===== src/rtl/acce_ram.sv =====
// Generic single-write, single-read RAM with registered read data.
module acce_ram #(
  parameter int WIDTH = 8,
  parameter int DEPTH = 16
) (
  input  logic                     clk,
  input  logic                     we,
  input  logic [$clog2(DEPTH)-1:0] waddr,
  input  logic [WIDTH-1:0]         wdata,
  input  logic [$clog2(DEPTH)-1:0] raddr,
  output logic [WIDTH-1:0]         rdata
);
  logic [WIDTH-1:0] mem [DEPTH];

  always_ff @(posedge clk) begin
    if (we) begin
      mem[waddr] <= wdata;
    end
    rdata <= mem[raddr];
  end
endmodule


===== config.mk =====
export PLATFORM = sky130hd
export DESIGN_NAME = acce_ram
export DESIGN_NICKNAME = d
export VERILOG_FILES = /design/src/rtl/acce_ram.sv
export SDC_FILE = /design/constraint.sdc
export NUM_CORES = 1
export LEC_CHECK = 0
export BUFFER_PORTS_ARGS = -buffer_cell sky130_fd_sc_hd__buf_2
export CORE_UTILIZATION = 55
export CTS_BUF_LIST = sky130_fd_sc_hd__clkbuf_4
export DETAILED_ROUTE_END_ITERATION = 8
export MAX_ROUTING_LAYER = met4
export PLACE_DENSITY = 0.77
export SYNTH_ARGS = -nofsm -noshare
export SYNTH_HDL_FRONTEND = slang
export SYNTH_SLANG_ARGS = --single-unit

===== constraint.sdc =====
create_clock -name clk -period 2.5 [get_ports clk]
set_input_delay 0.5 -clock clk [delete_from_list [all_inputs] [get_ports clk]]
set_output_delay 0.5 -clock clk [all_outputs]
set_load 0.02 [all_outputs]

==> impl_metrics.tcl <==
set metrics [dict create \
    cts_setup_buffers 0 \
    slew_headroom_pct 49.2 \
    critPathTopFamily "flip-flops" \
    grt_pass1_wl_um 13900 \
    syn_to_final_growth_pct 13.5 \
    drive_gt1_share_pct 32.2 \
    max_freq_mhz 635 \
    clock-sinks 136 \
    ir_drop_uv 293 \
    setup_tns_ns 0 \
    status "finished, final reports clean" \
    grt_pass1_vias 2402 \
    rows 34 \
    die_height_um 98.7 \
    cts_root_buf "clkbuf_4" \
    synth_area_leaders "edfxtp_1, mux4_2, mux4_1, dfxtp_1, a22oi_1" \
    critPathKind "reg2out" \
    gp_congestion 0.686 \
    cts_tree "built" \
    critPathArrivalTime_ns 1.08 \
    dieWidth_um 98.7 \
    routedWlPerCell_um 22.5 \
    syn_area_um2 5150 \
    synth_commonest_cells "edfxtp_1, mux4_2, a22oi_1, mux4_1, nor2_1" \
    leakage_uw 0.00198 \
    dp_hpwl_um 5740 \
    path_max_fanout 1 \
    antenna_found_initial 1 \
    worstSetupEndpointType "primary output" \
    ctsLongestPathBuffers 2 \
    ios 26 \
    grt_max_degree 33 \
    yosysMostFrequentCell "edfxtp_1" \
    setup_viol 0 \
    grt_overflow 0 \
    worstSetupStartpointType "flop" \
    worst_pin_slew_ns 0.759 \
    ctsHoldBuffers 0 \
    finClkSkew_ns 0.0196 \
    critPathSlowestCell "dfxtp_1" \
    yosysTopAreaCell "edfxtp_1" \
    drc 0 \
    h-tree-depth 4 \
    slowest_delay_ns 0.39 \
    grt_setup_unrepaired "false" \
    clock_latency_ns 0.50 \
    drtAntennaViolNets 0 \
    dp_worst_setup_slack_ns 0.550 \
    synth_edf_count 128 \
    clk_pin_slew_ns 0.12 \
    worstPathRequired_ns 2.00 \
    vias 2404 \
    fp.dieArea_um2 9750 \
    async_reset_ff_share_pct 0 \
    finalMaxSlewViolations 0 \
    maxCapViolCount 0 \
    ys_types 19 \
    initial_utilization_pct 57.9 \
    io_buffers 25 \
    avgSynthCellArea_um2 22.5 \
    powerDensity_nw_per_um2 766 \
    vias_per_cell 5.95 \
    coreArea_um2 8890 \
    ys_ff_latch 136 \
    grt_usage_pct 21.4 \
    nets 300 \
    period_needed_ns 1.58 \
    yosys_warnings 0 \
    fin_total_pwr_uw 4480 \
    cts_resized 0 \
    cp_num_buf_inv 1 \
    drt_wl_total_um 9110 \
    synth_top_area_share_pct 74.7 \
    path_cells "buf_2" \
    finalHoldViolCount 0 \
    synth-main-ff-cell "edfxtp_1" \
    cts_buffers 17 \
    finalWorstSetupSlack_ns 0.924 \
    synth-seq-area-share_pct 77.8 \
    fin_crit_sh_pct 63.0 \
    hold_path.class "in2reg" \
    firstDrtPassIters 4 \
    syn-num-nets 247 \
    first_iter_violations 157 \
    synthCells 229 \
]
-- flip-flops by register name, indices dropped and copies added, names as in the netlist --
name and count:
mem 128, rdata 8
-- power by group --
group / total (uW) / internal (uW) / switching (uW) / leakage [uW]
registers: 2560 / 2540 / 16.8 / 0.00122
clock network: 1670 / 899 / 774 / 0.000175
logic: 245 / 102 / 142 / 0.000580
total: 4480 / 3550 / 933 / 0.00198
-- kinds of logic (layout without fill, tap and decap cells) --
family / Yosys count / in the layout / synth area share [%]
flops: 136 / 136 / 77.8
mux: 32 / 32 / 15.0
compound gates: 16 / 16 / 2.33
other cells: 0 / 1 / 0
buf+inv: 10 / 76 / 1.68
simple gates: 35 / 35 / 3.18
-- cell usage in the layout (no fill, tap or decap) --
cell type / n
edfxtp_1: 128
buf_2: 25
mux4_2: 18
clkbuf_4: 17
buf_4: 17
a22oi_1: 16
mux4_1: 14
nor2_1: 13
nand2_1: 9
dfxtp_1: 8
bufinv_16: 5
nor3_1: 4
clkinvlp_4: 4
nand3b_1: 2
nand2b_1: 2
clkinv_2: 2
inv_6: 2
clkinv_4: 2
buf_12: 2
diode_2: 1
nor2b_1: 1
and2_1: 1
and2b_1: 1
nand3_1: 1
or3b_2: 1
-- metal layers --
metal | GRT usage, % | share of wire [%]
met5 | - | 0
met4 | 6.77 | 0.60
met3 | 6.24 | 7.6
met2 | 32.0 | 50
met1 | 28.9 | 42
-- layout make-up --
cell class                      count  area [um^2]
Fill cell                         573         3050
Tap cell                          108          135
Antenna cell                        1         2.50
Timing Repair Buffer               44          293
Clock buffer                       17          128
Multi-Input combinational cell     83         1060
Sequential cell                   136         4000
Clock inverter                     15          225
-- per-stage QoR --
stage	cell area, um^2	util [%]	hold slack [ns]	std cells
after global routing	5840	65.7	0.325	404
final	5840	65.7	0.369	404
after floorplan	5150	-	0.599	229
after CTS	5840	65.7	0.319	403
after detailed placement	5490	61.7	0.656	371
after global placement	5490	61.7	0.652	371
-- path summary, 6_finish.rpt --
check | end | start | slack [ns] | cells past startpoint
worst min register to register | rdata[2]$_DFF_P_ | mem[15][2]$_DFFE_PP_ | 0.66 | 3
worst max-delay path | rdata[3] | rdata[3]$_DFF_P_ | 0.92 | 1
worst min-delay path | mem[6][2]$_DFFE_PP_ | wdata[2] | 0.37 | 1
worst max register to register | rdata[6]$_DFF_P_ | mem[5][6]$_DFFE_PP_ | 1.10 | 3
(Power assumes the default switching activity.)
